===== src/lpr_pkg.sv =====
// ----------------------------------------------------------------------------
// lpr_pkg: shared types and constants of the LRU page replacement core
// Holds the beat payload structs, the controller command group, the state
// machine encoding and the fixed field widths.
// ----------------------------------------------------------------------------
package lpr_pkg;

    localparam int LPR_FRAMES  = 16;
    localparam int LPR_PAGE_W  = 16;
    localparam int LPR_SLOT_W  = 4;
    localparam int LPR_COUNT_W = 16;
    localparam int LPR_CFG_W   = 5;

    localparam logic [LPR_CFG_W-1:0]   LPR_CFG_RESET = 5'd4;
    localparam logic [LPR_COUNT_W-1:0] LPR_COUNT_MAX = {LPR_COUNT_W{1'b1}};

    typedef struct packed {
        logic [LPR_PAGE_W-1:0] page_number;
        logic                  last_request;
    } t_lpr_req;

    typedef struct packed {
        logic                   hit;
        logic [LPR_SLOT_W-1:0]  slot;
        logic                   evicted_valid;
        logic [LPR_PAGE_W-1:0]  evicted_page;
        logic [LPR_COUNT_W-1:0] fault_count;
    } t_lpr_rsp;

    typedef struct packed {
        logic accept;  // capture the request beat
        logic lookup;  // search the frames, start the evicted page read
        logic commit;  // update frames and load the result register
        logic cfg_wr;  // write frames_in_use and start a new sequence
    } t_lpr_cmd;

    typedef enum logic [1:0] {
        S_IDLE,
        S_LOOKUP,
        S_UPDATE
    } t_lpr_state;

endpackage


===== src/lpr_ram.sv =====
// ----------------------------------------------------------------------------
// lpr_ram: generic single write port RAM
// One write port and one read port with registered read data.
// ----------------------------------------------------------------------------
module lpr_ram #(
    parameter int WIDTH = 16,
    parameter int DEPTH = 16,
    parameter int AW    = (DEPTH > 1) ? $clog2(DEPTH) : 1
) (
    input  logic             i_clk,
    input  logic             i_we,
    input  logic [AW-1:0]    i_waddr,
    input  logic [WIDTH-1:0] i_wdata,
    input  logic             i_re,
    input  logic [AW-1:0]    i_raddr,
    output logic [WIDTH-1:0] o_rdata
);

    logic [WIDTH-1:0] r_mem [DEPTH];
    logic [WIDTH-1:0] r_rdata;

    always_ff @(posedge i_clk) begin
        if (i_we) begin
            r_mem[i_waddr] <= i_wdata;
        end
        if (i_re) begin
            r_rdata <= r_mem[i_raddr];
        end
    end

    assign o_rdata = r_rdata;

endmodule


===== src/lpr_ctrl.sv =====
// ----------------------------------------------------------------------------
// lpr_ctrl: sequencing controller of the LRU page replacement core
// Steps each request through capture, lookup and update, and owns the
// handshakes of the request, result and configuration channels.
// ----------------------------------------------------------------------------
module lpr_ctrl (
    input  logic              i_clk,
    input  logic              i_rst_n,
    input  logic              i_in_valid,
    output logic              o_in_stall,
    output logic              o_out_valid,
    input  logic              i_out_stall,
    input  logic              i_cfg_valid,
    output logic              o_cfg_ready,
    output lpr_pkg::t_lpr_cmd o_cmd
);
    import lpr_pkg::*;

    t_lpr_state r_state;
    t_lpr_state n_state;
    logic       r_out_valid;
    logic       n_out_valid;
    logic       out_free;
    logic       in_accept;

    // The result register can take a new beat when empty or being drained.
    assign out_free  = !r_out_valid || !i_out_stall;
    // A pending configuration write takes precedence over a new request.
    assign in_accept = (r_state == S_IDLE) && i_in_valid && !i_cfg_valid;

    always_comb begin
        n_state = r_state;
        unique case (r_state)
            S_IDLE: begin
                if (in_accept) begin
                    n_state = S_LOOKUP;
                end
            end
            S_LOOKUP: begin
                n_state = S_UPDATE;
            end
            S_UPDATE: begin
                if (out_free) begin
                    n_state = S_IDLE;
                end
            end
            default: begin
                n_state = S_IDLE;
            end
        endcase
    end

    always_comb begin
        o_in_stall   = (r_state != S_IDLE) || i_cfg_valid;
        o_cfg_ready  = (r_state == S_IDLE);
        o_cmd.accept = in_accept;
        o_cmd.lookup = (r_state == S_LOOKUP);
        o_cmd.commit = (r_state == S_UPDATE) && out_free;
        o_cmd.cfg_wr = i_cfg_valid && (r_state == S_IDLE);
    end

    always_comb begin
        n_out_valid = r_out_valid;
        if (o_cmd.commit) begin
            n_out_valid = 1'b1;
        end else if (!i_out_stall) begin
            n_out_valid = 1'b0;
        end
    end

    always_ff @(posedge i_clk) begin
        if (!i_rst_n) begin
            r_state     <= S_IDLE;
            r_out_valid <= 1'b0;
        end else begin
            r_state     <= n_state;
            r_out_valid <= n_out_valid;
        end
    end

    assign o_out_valid = r_out_valid;

endmodule


===== src/lpr_dp.sv =====
// ----------------------------------------------------------------------------
// lpr_dp: datapath of the LRU page replacement core
// Frame tags with parallel compare, recency ranks, fault counter, the
// frames_in_use register and the result register.
// ----------------------------------------------------------------------------
module lpr_dp #(
    parameter int FRAMES = lpr_pkg::LPR_FRAMES
) (
    input  logic                          i_clk,
    input  logic                          i_rst_n,
    input  lpr_pkg::t_lpr_cmd             i_cmd,
    input  lpr_pkg::t_lpr_req             i_in_data,
    input  logic [lpr_pkg::LPR_CFG_W-1:0] i_cfg_data,
    output lpr_pkg::t_lpr_rsp             o_out_data
);
    import lpr_pkg::*;

    localparam int IW = (FRAMES > 1) ? $clog2(FRAMES) : 1;
    localparam int RW = IW;
    localparam int CW = $clog2(FRAMES + 1);

    // Clamp the programmed frame count into 1..FRAMES.
    function automatic logic [CW-1:0] clamp_frames(input logic [LPR_CFG_W-1:0] v);
        int n;
        n = int'(v);
        if (n == 0) begin
            n = 1;
        end else if (n > FRAMES) begin
            n = FRAMES;
        end
        return CW'(n);
    endfunction

    t_lpr_req              r_req;
    logic [CW-1:0]         r_active;
    logic [FRAMES-1:0]     r_valid;
    logic [LPR_PAGE_W-1:0] r_page [FRAMES];
    logic [RW-1:0]         r_rank [FRAMES];
    logic [LPR_COUNT_W-1:0] r_faults;

    logic                  r_hit;
    logic                  r_fill;
    logic                  r_evict;
    logic [FRAMES-1:0]     r_slot_oh;
    logic [IW-1:0]         r_slot_idx;
    logic [RW-1:0]         r_slot_rank;
    t_lpr_rsp              r_out;

    logic [FRAMES-1:0]     hit_vec;
    logic [FRAMES-1:0]     empty_vec;
    logic [FRAMES-1:0]     empty_first;
    logic [FRAMES-1:0]     victim_vec;
    logic [FRAMES-1:0]     sel_oh;
    logic [IW-1:0]         sel_idx;
    logic [RW-1:0]         sel_rank;
    logic                  any_hit;
    logic                  any_empty;
    logic [RW-1:0]         last_rank;

    logic [LPR_PAGE_W-1:0]  ram_rdata;
    logic [LPR_COUNT_W-1:0] faults_next;
    logic [IW+LPR_SLOT_W-1:0] slot_wide;

    assign last_rank = RW'(r_active - 1'b1);

    // Lookup: each lane compares its tag, and the full set has exactly one
    // frame ranked oldest.
    always_comb begin
        for (int i = 0; i < FRAMES; i++) begin
            logic act;
            act           = (CW'(i) < r_active);
            hit_vec[i]    = act && r_valid[i] && (r_page[i] == r_req.page_number);
            empty_vec[i]  = act && !r_valid[i];
            victim_vec[i] = act && r_valid[i] && (r_rank[i] == last_rank);
        end
    end

    assign any_hit     = |hit_vec;
    assign any_empty   = |empty_vec;
    assign empty_first = empty_vec & (~empty_vec + FRAMES'(1));

    always_comb begin
        priority if (any_hit) begin
            sel_oh = hit_vec;
        end else if (any_empty) begin
            sel_oh = empty_first;
        end else begin
            sel_oh = victim_vec;
        end
    end

    always_comb begin
        sel_idx  = '0;
        sel_rank = '0;
        for (int i = 0; i < FRAMES; i++) begin
            if (sel_oh[i]) begin
                sel_idx  = sel_idx | IW'(i);
                sel_rank = sel_rank | r_rank[i];
            end
        end
    end

    // A RAM copy of the tags supplies the page of the evicted frame.
    lpr_ram #(
        .WIDTH (LPR_PAGE_W),
        .DEPTH (FRAMES),
        .AW    (IW)
    ) u_tag_ram (
        .i_clk   (i_clk),
        .i_we    (i_cmd.commit && !r_hit),
        .i_waddr (r_slot_idx),
        .i_wdata (r_req.page_number),
        .i_re    (i_cmd.lookup),
        .i_raddr (sel_idx),
        .o_rdata (ram_rdata)
    );

    always_comb begin
        if (r_hit || (r_faults == LPR_COUNT_MAX)) begin
            faults_next = r_faults;
        end else begin
            faults_next = r_faults + 1'b1;
        end
    end

    assign slot_wide = {{LPR_SLOT_W{1'b0}}, r_slot_idx};

    // Payload registers.
    always_ff @(posedge i_clk) begin
        if (i_cmd.accept) begin
            r_req <= i_in_data;
        end
        if (i_cmd.lookup) begin
            r_hit       <= any_hit;
            r_fill      <= !any_hit && any_empty;
            r_evict     <= !any_hit && !any_empty;
            r_slot_oh   <= sel_oh;
            r_slot_idx  <= sel_idx;
            r_slot_rank <= sel_rank;
        end
        if (i_cmd.commit) begin
            r_out.hit           <= r_hit;
            r_out.slot          <= slot_wide[LPR_SLOT_W-1:0];
            r_out.evicted_valid <= r_evict;
            r_out.evicted_page  <= r_evict ? ram_rdata : '0;
            r_out.fault_count   <= faults_next;
            for (int i = 0; i < FRAMES; i++) begin
                if (r_slot_oh[i]) begin
                    r_page[i] <= r_req.page_number;
                end
            end
        end
    end

    // Frame state: a hit or an eviction ages the frames younger than the
    // chosen one, a fill ages every resident frame.
    always_ff @(posedge i_clk) begin
        if (!i_rst_n) begin
            r_active <= clamp_frames(LPR_CFG_RESET);
            r_valid  <= '0;
            r_faults <= '0;
            for (int i = 0; i < FRAMES; i++) begin
                r_rank[i] <= '0;
            end
        end else if (i_cmd.cfg_wr) begin
            r_active <= clamp_frames(i_cfg_data);
            r_valid  <= '0;
            r_faults <= '0;
            for (int i = 0; i < FRAMES; i++) begin
                r_rank[i] <= '0;
            end
        end else if (i_cmd.commit) begin
            if (r_req.last_request) begin
                r_valid  <= '0;
                r_faults <= '0;
                for (int i = 0; i < FRAMES; i++) begin
                    r_rank[i] <= '0;
                end
            end else begin
                r_faults <= faults_next;
                for (int i = 0; i < FRAMES; i++) begin
                    if (r_slot_oh[i]) begin
                        r_valid[i] <= 1'b1;
                        r_rank[i]  <= '0;
                    end else if (r_valid[i] && (r_fill || (r_rank[i] < r_slot_rank))) begin
                        r_rank[i] <= r_rank[i] + 1'b1;
                    end
                end
            end
        end
    end

    assign o_out_data = r_out;

`ifndef SYNTHESIS
    a_hit_unique: assert property (@(posedge i_clk) disable iff (!i_rst_n)
        i_cmd.lookup |-> $onehot0(hit_vec))
        else $error("page resident in more than one frame");

    a_victim_found: assert property (@(posedge i_clk) disable iff (!i_rst_n)
        (i_cmd.lookup && !any_hit && !any_empty) |-> $onehot(victim_vec))
        else $error("full frame set without a single oldest frame");

    a_slot_chosen: assert property (@(posedge i_clk) disable iff (!i_rst_n)
        i_cmd.lookup |=> $onehot(r_slot_oh))
        else $error("lookup did not select exactly one frame");

    a_fill_lowest: assert property (@(posedge i_clk) disable iff (!i_rst_n)
        (i_cmd.lookup && !any_hit && any_empty) |-> $onehot(empty_first))
        else $error("empty frame not selected");
`endif

endmodule


===== src/lru_page_replacement_core.sv =====
// ----------------------------------------------------------------------------
// lru_page_replacement_core: fully associative LRU page replacement
// Each request beat is captured, then looked up in S_LOOKUP, then committed to the
// result register in S_UPDATE; a new request is taken only once the update is done,
// as set by the controller sequence and the registered read of the tag RAM.
// A stalled result holds the block in its update step; no new request is taken.
// Reset (synchronous, active low) empties all frames, clears the fault count and
// sets frames_in_use to 4; the block is ready in the first cycle after reset.
// ----------------------------------------------------------------------------
module lru_page_replacement_core #(
    parameter int FRAMES = lpr_pkg::LPR_FRAMES
) (
    input  logic                          i_clk,
    input  logic                          i_rst_n,
    // Request channel.
    input  logic                          i_in_valid,
    output logic                          o_in_stall,
    input  lpr_pkg::t_lpr_req             i_in_data,
    // Result channel.
    output logic                          o_out_valid,
    input  logic                          i_out_stall,
    output lpr_pkg::t_lpr_rsp             o_out_data,
    // Configuration channel: frames_in_use.
    input  logic                          i_cfg_valid,
    output logic                          o_cfg_ready,
    input  logic [lpr_pkg::LPR_CFG_W-1:0] i_cfg_data
);
    import lpr_pkg::*;

    // The controller issues one command per step; the datapath holds all
    // frame state. A frames_in_use write is taken only between requests and
    // starts a new sequence, as does a request beat marked last_request once
    // its result is formed. A frame count of zero acts as one, and counts
    // above FRAMES act as FRAMES.
    t_lpr_cmd cmd;

    lpr_ctrl u_ctrl (
        .i_clk       (i_clk),
        .i_rst_n     (i_rst_n),
        .i_in_valid  (i_in_valid),
        .o_in_stall  (o_in_stall),
        .o_out_valid (o_out_valid),
        .i_out_stall (i_out_stall),
        .i_cfg_valid (i_cfg_valid),
        .o_cfg_ready (o_cfg_ready),
        .o_cmd       (cmd)
    );

    // Empty frames fill from the lowest index upward; once all active frames
    // are resident, a miss replaces the frame with the oldest recency rank.
    lpr_dp #(
        .FRAMES (FRAMES)
    ) u_dp (
        .i_clk      (i_clk),
        .i_rst_n    (i_rst_n),
        .i_cmd      (cmd),
        .i_in_data  (i_in_data),
        .i_cfg_data (i_cfg_data),
        .o_out_data (o_out_data)
    );

endmodule


===== config.mk =====
export PLATFORM = sky130hd
export DESIGN_NAME = lru_page_replacement_core
export DESIGN_NICKNAME = d
export VERILOG_FILES = /design/src/lpr_pkg.sv /design/src/lpr_ram.sv /design/src/lpr_ctrl.sv /design/src/lpr_dp.sv /design/src/lru_page_replacement_core.sv
export SDC_FILE = /design/constraint.sdc
export NUM_CORES = 1
export LEC_CHECK = 0
export CORE_MARGIN = 2
export CORE_UTILIZATION = 60
export CTS_CLUSTER_DIAMETER = 100
export DETAILED_ROUTE_END_ITERATION = 12
export DONT_BUFFER_PORTS = 1
export PLACE_DENSITY_LB_ADDON = 0.08
export SLEW_MARGIN = 20
export SYNTH_ARGS = -nofsm -noshare
export SYNTH_HDL_FRONTEND = slang
export SYNTH_SLANG_ARGS = --single-unit

===== constraint.sdc =====
create_clock -name i_clk -period 6.35 [get_ports i_clk]
set_input_delay 0.635 -clock i_clk [delete_from_list [all_inputs] [get_ports i_clk]]
set_output_delay 0.635 -clock i_clk [all_outputs]
set_load 0.01 [all_outputs]

# After elaboration in Yosys (flattened, before gate mapping)
# Memory sizes are Yosys's and may differ from the RTL's. A register that Yosys moved wholly into a read port is not among the register bits.
# Index checks and enable logic that the tools add are counted.
[word_totals]
ff_bits = 122
latch_bits = 0
ram_bits = 576
rom_bits = 0
input_bits = 27
out_inout_bits = 41
wordCells = 749
memories = 3
[classes]
addsub = 19
mul = 0
div_mod_pow = 0
order_cmp = 33
eq_ne = 38
n_shift = 0
n_mux = 374
bitwise = 82
n_reduce_logical = 167
[mem_list]
columns = ["name", "depth", "word_bits", "read_ports", "rd_clocked_by_memory_dff", "wr", "line_no", "source"]
rows = [
  ["u_dp.r_page", 16, 16, 16, 0, 16, "lpr_dp.sv:37", "logic [LPR_PAGE_W-1:0] r_page [FRAMES];"],
  ["u_dp.u_tag_ram.r_mem", 16, 16, 1, 1, 1, "lpr_ram.sv:19", "logic [WIDTH-1:0] r_mem [DEPTH];"],
  ["u_dp.r_rank", 16, 4, 16, 0, 16, "lpr_dp.sv:38", "logic [RW-1:0] r_rank [FRAMES];"],
]
[ops]
columns = ["cell", "n"]
rows = [
  ["$mux 4", 88],
  ["$mux 1", 270],
  ["$eq 16x16->1", 16],
  ["$logic_and 1x1->1", 87],
  ["$mux 16", 5],
  ["$add 4x1->4 const B", 16],
  ["$eq 4x4->1", 16],
  ["$lt 4x4->1", 16],
  ["$or 1x1->1", 64],
  ["$or 4x4->4", 15],
  ["$lt 4x5->1 const A", 8],
  ["$reduce_and 2->1", 17],
  ["$reduce_bool 2->1", 17],
  ["$add 16x1->16 const B", 2],
  ["$reduce_or 16->1", 2],
  ["$logic_not 1->1", 22],
  ["$lt 3x5->1 const A", 4],
  ["$logic_or 1x1->1", 19],
  ["$and 16x16->16", 1],
  ["$eq 16x16->1 const B", 1],
  ["$not 16->16", 1],
  ["$mux 3", 4],
  ["$lt 1x5->1 const A", 2],
  ["$lt 2x5->1 const A", 2],
  ["12 further kinds", 18],
]

# Logic depth before layout (Yosys ltp)
[logic_depth]
depth_word = 38
mapped_depth = 22
ltp_nobuf = 14

# Cells and area by module
# From an unflattened synthesis, not the netlist that was laid out.
[hier_totals]
cells_unflattened = 2208
area_unflattened_um2 = 32566.2
[modules_own_cells]
columns = ["mod", "instances", "cells_per_inst", "area_each_um2", "seq_area_each_um2"]
rows = [
  ["lpr_dp", 1, 1758, 22192.5, 12812.3],
  ["lpr_ram", 1, 432, 10202.3, 8167.8],
  ["lpr_ctrl", 1, 18, 171.4, 60.1],
]

# Worst setup path after synthesis
# No wires, ideal clock.
[synth_timing]
path_type = "reg2reg"
from = "register u_dp.r_req[9] (netlist name)"
to = "register u_dp.u_tag_ram.r_rdata[10], in the netlist u_dp.u_tag_ram.o_rdata[10], read port of u_dp.u_tag_ram.r_mem, data pin"
setup_time_ns = 0.259
arrival_ns = 4.287
required_time_ns = 6.091
setup_slack_ns = 1.804
path_stages_with_launch = 15
path_buffers = 4
period_less_slack_ns = 4.546
path_cell_list = "edfxtp_1 -> buf_2 -> buf_2 -> xnor2_1 -> or3b_2 -> or4b_2 -> o2111ai_1 -> nor4_1 -> o21a_4 -> buf_6 -> nor2_4 -> buf_6 -> mux2_4 -> a2111o_1 -> a211o_1"
[synth_via]
elab_chain_cells = 19
word_cells_on_any_way = 49
classes_between = "16 x eq/ne; 16 x mux; 17 x reduce/logical"
[synth_rtl]
columns = ["element", "line_no", "source"]
rows = [
  ["from (decl)", "lpr_dp.sv:34", "t_lpr_req r_req;"],
  ["from (signal assigned)", "lpr_dp.sv:131", "r_req <= i_in_data;"],
  ["$eq 16x16->1", "lpr_dp.sv:72", "hit_vec[i] = act && r_valid[i] && (r_page[i] == r_req.page_number);"],
  ["$logic_and 1x1->1", "lpr_dp.sv:72", ""],
  ["$reduce_or 16->1", "lpr_dp.sv:78", "assign any_hit = |hit_vec;"],
  ["$mux 16 (*)", "lpr_dp.sv:83", "priority if (any_hit) begin"],
  ["$mux 1", "lpr_dp.sv:96", "if (sel_oh[i]) begin"],
  ["$mux 2 (2 in a row)", "lpr_dp.sv:96", ""],
  ["$mux 3 (4 in a row)", "lpr_dp.sv:96", ""],
  ["$mux 4 (7 in a row)", "lpr_dp.sv:96", ""],
  ["$mux 4 (*)", "lpr_dp.sv:96", ""],
  ["to (decl)", "lpr_ram.sv:20", "logic [WIDTH-1:0] r_rdata;"],
]
# Mark *: on every way between the ends. The rest lies on a longest branch, timed or not.
# A chain may end at the register's enable or synchronous reset.

# Final worst setup path
[layout_timing]
from = "register u_dp.r_req[4] (netlist name)"
to = "register u_dp.u_tag_ram.r_rdata[2], in the netlist u_dp.u_tag_ram.o_rdata[2], read port of u_dp.u_tag_ram.r_mem, data pin"
# The elaborated chain is that of the path after synthesis.

==> reports/results.tsv <==
metric	value	unit
Final period util	0.846	
routed via count	21449	
Synth area leaders	edfxtp_1 61%, xor2_1 5.2%, xnor2_1 4.6%, ha_1 2.5%, dfxtp_1 2.4%	
CTS clk-pin slew, worst paths	0.06	ns
WP data required	6.73	ns
RR Endpoint	u_dp.u_tag_ram.o_rdata[2]	
crit path capture type	flip-flop	
r2r setup slk	0.98	ns
worst reg2reg path depth	13	
leading area contributor after synthesis	edfxtp_1	
Worst EP arrival	5.75	ns
Clock Tree Buf Depth	3	
post-layout min period	5.37	ns
syn_nets	2573	
outcome	finished, final reports clean	
Leak	12.8	nW
Main synth FF type	edfxtp_1	
max-slew violations	0	
Max Cap Viol	0	
CTS root buf	clkbuf_16	
Die W	238	µm
Hold Fails Final Rpt	0	
DR DRC count	0	
WS Path Type	flip-flop to flip-flop	
startpoint class of the critical path	flip-flop	
YS warnings	0	
hold buffers post-CTS	0	
PortBufs	0	
DR pass1 iterations	6	
hold slack	0.108	ns
GRT overflow	0	
vias in the first global route	20358	
mapped cell area	32900	µm²
Crit path largest cell delay	0.83	ns
Synth Register Bits	714	
die area	56800	µm²
design area	36300	µm²
Setup Buffers After CTS	0	
Skew-Pair Late Insertion Delay	0.63	ns
FMAX	0.186	GHz
critical path startpoint	u_dp.r_req[4]	
Area growth syn-to-layout	10.3	%
CP cell instances	buf_4 -> xnor2_1 -> nand4_1 -> a2111oi_0 -> a22oi_1 -> o2111ai_1 -> nor4_1 -> o21a_4 -> nor2_4 -> buf_12 -> mux2i_1 -> o22ai_1 -> a211o_1	
relative slew slack	0.209	
Reg-to-Reg Start	u_dp.r_req[4]	
Clock Skew	0.0261	ns
post-cts sizing count	0	
I/O Pins	68	
Post-synth EDFFs	674	
Final ANT Viol Nets	0	
worst min-delay path category	input pin to flip-flop	
wire length per cell	27.7	µm
worst-path maximum fanout	56	
CTS Buf Count	74	
most frequent cells in the layout	674 x edfxtp_1, 196 x xor2_1, 172 x xnor2_1	
Die Ht	238	µm
RSZ-0062 raised after global routing	false	
sequential fraction of the synthesis area	0.639	
Nets	2612	
Initial Utilization	0.610	
measured slew at the worst slew-check pin	1.19	ns
Avg Cell Area, Syn	13.3	µm²
Post-Route Setup TNS	0	ns
CTS tree	yes	
DRT iter0 DRCs	2445	
slowest CP cell	nor2_4	
first-pass GRT wire length	134000	µm
core area	54000	µm²
Power Density	278	nW/µm²
Setup crit end	u_dp.u_tag_ram.o_rdata[2]	
Post-Synthesis Cells	2480	
Async SR Flop Fraction	0	
largest net degree at the start of global routing	57	
final setup vio count	0	
layout cell share with drive strength beyond 1	0.0925	
total clock sinks	714	
final wirelength	90400	µm
peak supply drop	0.339	mV
post-synthesis cell type count	83	
vias per cell	6.56	
Cell Area, Placed	34000	µm²
H-Tree Level Count	3	
Final HPWL DP	60200	µm
Final Util	0.673	
initial antenna violation count	1	
GP Congestion	0.957	
total track usage	0.320	
post-synth top area share	0.614	
Site Rows	85	
commonest non-fill, non-tap cell in the layout	edfxtp_1	
[registers in the layout, indices dropped and copies added, names as in the netlist]
signal,count
u_dp.r_active,5
u_dp.u_tag_ram.o_rdata,16
u_dp.r_faults,16
u_dp.u_tag_ram.r_mem,256
u_dp.o_out_data,38
u_dp.r_slot_idx,4
u_dp.r_hit,1
u_dp.r_evict,1
u_dp.r_page,256
u_dp.r_rank,64
u_dp.r_req,17
u_dp.r_slot_oh,16
u_dp.r_fill,1
u_ctrl.o_out_valid,1
u_dp.r_slot_rank,4
u_dp.r_valid,16
u_ctrl.r_state,2
[worst min path at each step]
| stage | startpoint | endpoint | slack [ns] | cells past startpoint |
|---|---|---|---|---|
| floorplan | u_dp.r_hit | u_dp.o_out_data[37] | 0.47 | 0 |
| global placement | u_dp.r_faults[9] | u_dp.r_faults[9] | 0.52 | 2 |
| detailed placement | u_dp.u_tag_ram.o_rdata[11] | u_dp.o_out_data[27] | 0.53 | 1 |
| CTS | i_in_data[4] | u_dp.r_req[4] | 0.08 | 0 |
| global route | i_in_data[4] | u_dp.r_req[4] | 0.09 | 0 |
| finish | i_in_data[0] | u_dp.r_req[0] | 0.11 | 0 |
[worst max-delay path: cells and delay by family (launching register included)]
kind            cells  cell delay (ns)
compound gates      6             1.68
xor+xnor            1             0.17
buf+inv             2             0.90
flops               1             0.74
mux                 1             0.25
simple gates        3             1.26
[through the flow]
stage | instances | power [W] | worst slack (ns)
2_1_floorplan | 2480 | 0.00582 | 1.80
3_3_place_gp | 3139 | 0.00603 | 1.11
3_5_place_dp | 3139 | 0.00604 | 1.06
4_1_cts | 3269 | 0.0101 | 1.04
5_1_grt | 3269 | 0.0104 | 0.638
6_report | 3270 | 0.0101 | 0.978
[per-layer routing]
layer	wire (µm)	global-route usage
met1	38700	0.477
met2	40000	0.475
met3	9340	0.0725
met4	2380	0.0900
met5	0	0
[where the power goes]
group	leakage (nW)	switching, W	internal, W
clock network	1.11	0.00179	0.00235
registers	6.53	0.0000890	0.00520
logic	5.13	0.000423	0.000244
[Yosys cell counts (4+ instances only)]
cell / number
nor3b_1: 6
ha_1: 66
o21ai_0: 69
a21oi_1: 107
mux2_2: 10
mux2i_1: 32
a211oi_1: 18
nor4b_1: 13
nor2_1: 150
o21a_1: 16
nor2b_1: 9
buf_2: 44
nand2b_1: 29
xor2_1: 196
or4_1: 16
mux2_4: 7
nand4_1: 55
buf_6: 6
and2_1: 23
o22ai_1: 19
xnor2_1: 172
a22oi_1: 34
o211ai_1: 5
buf_4: 8
nor3_1: 30
o311ai_0: 10
inv_1: 55
and3_1: 12
dfxtp_1: 40
nand3b_1: 9
nand2_1: 131
a21o_1: 36
and4_1: 4
edfxtp_1: 674
a222oi_1: 5
nand3_1: 107
o21ai_1: 10
nor4_1: 56
a31oi_1: 6
a2111o_1: 17
o2111ai_1: 20
a211o_1: 18
clkbuf_1: 56
nand4b_1: 6
or3_1: 8
[area by class of cell]
cell class | count | area (µm²)
multi-input combinational | 1594 | 11300
inverter | 56 | 210
clock inverter | 31 | 260
timing repair buffer | 79 | 681
tap | 696 | 871
fill | 3860 | 17700
sequential | 714 | 21000
clock buffer | 99 | 2010
antenna | 1 | 2.50
[logic make-up after synthesis]
family,synth area share
xor gates and xnor gates,0.101
muxes,0.0163
buffers and inverters,0.0235
adders and majority gates,0.0251
and+or+nand+nor,0.109
DFF,0.639
AOI/OAI and AO/OA,0.0867
Note: power is estimated with default switching activity, not from simulation.
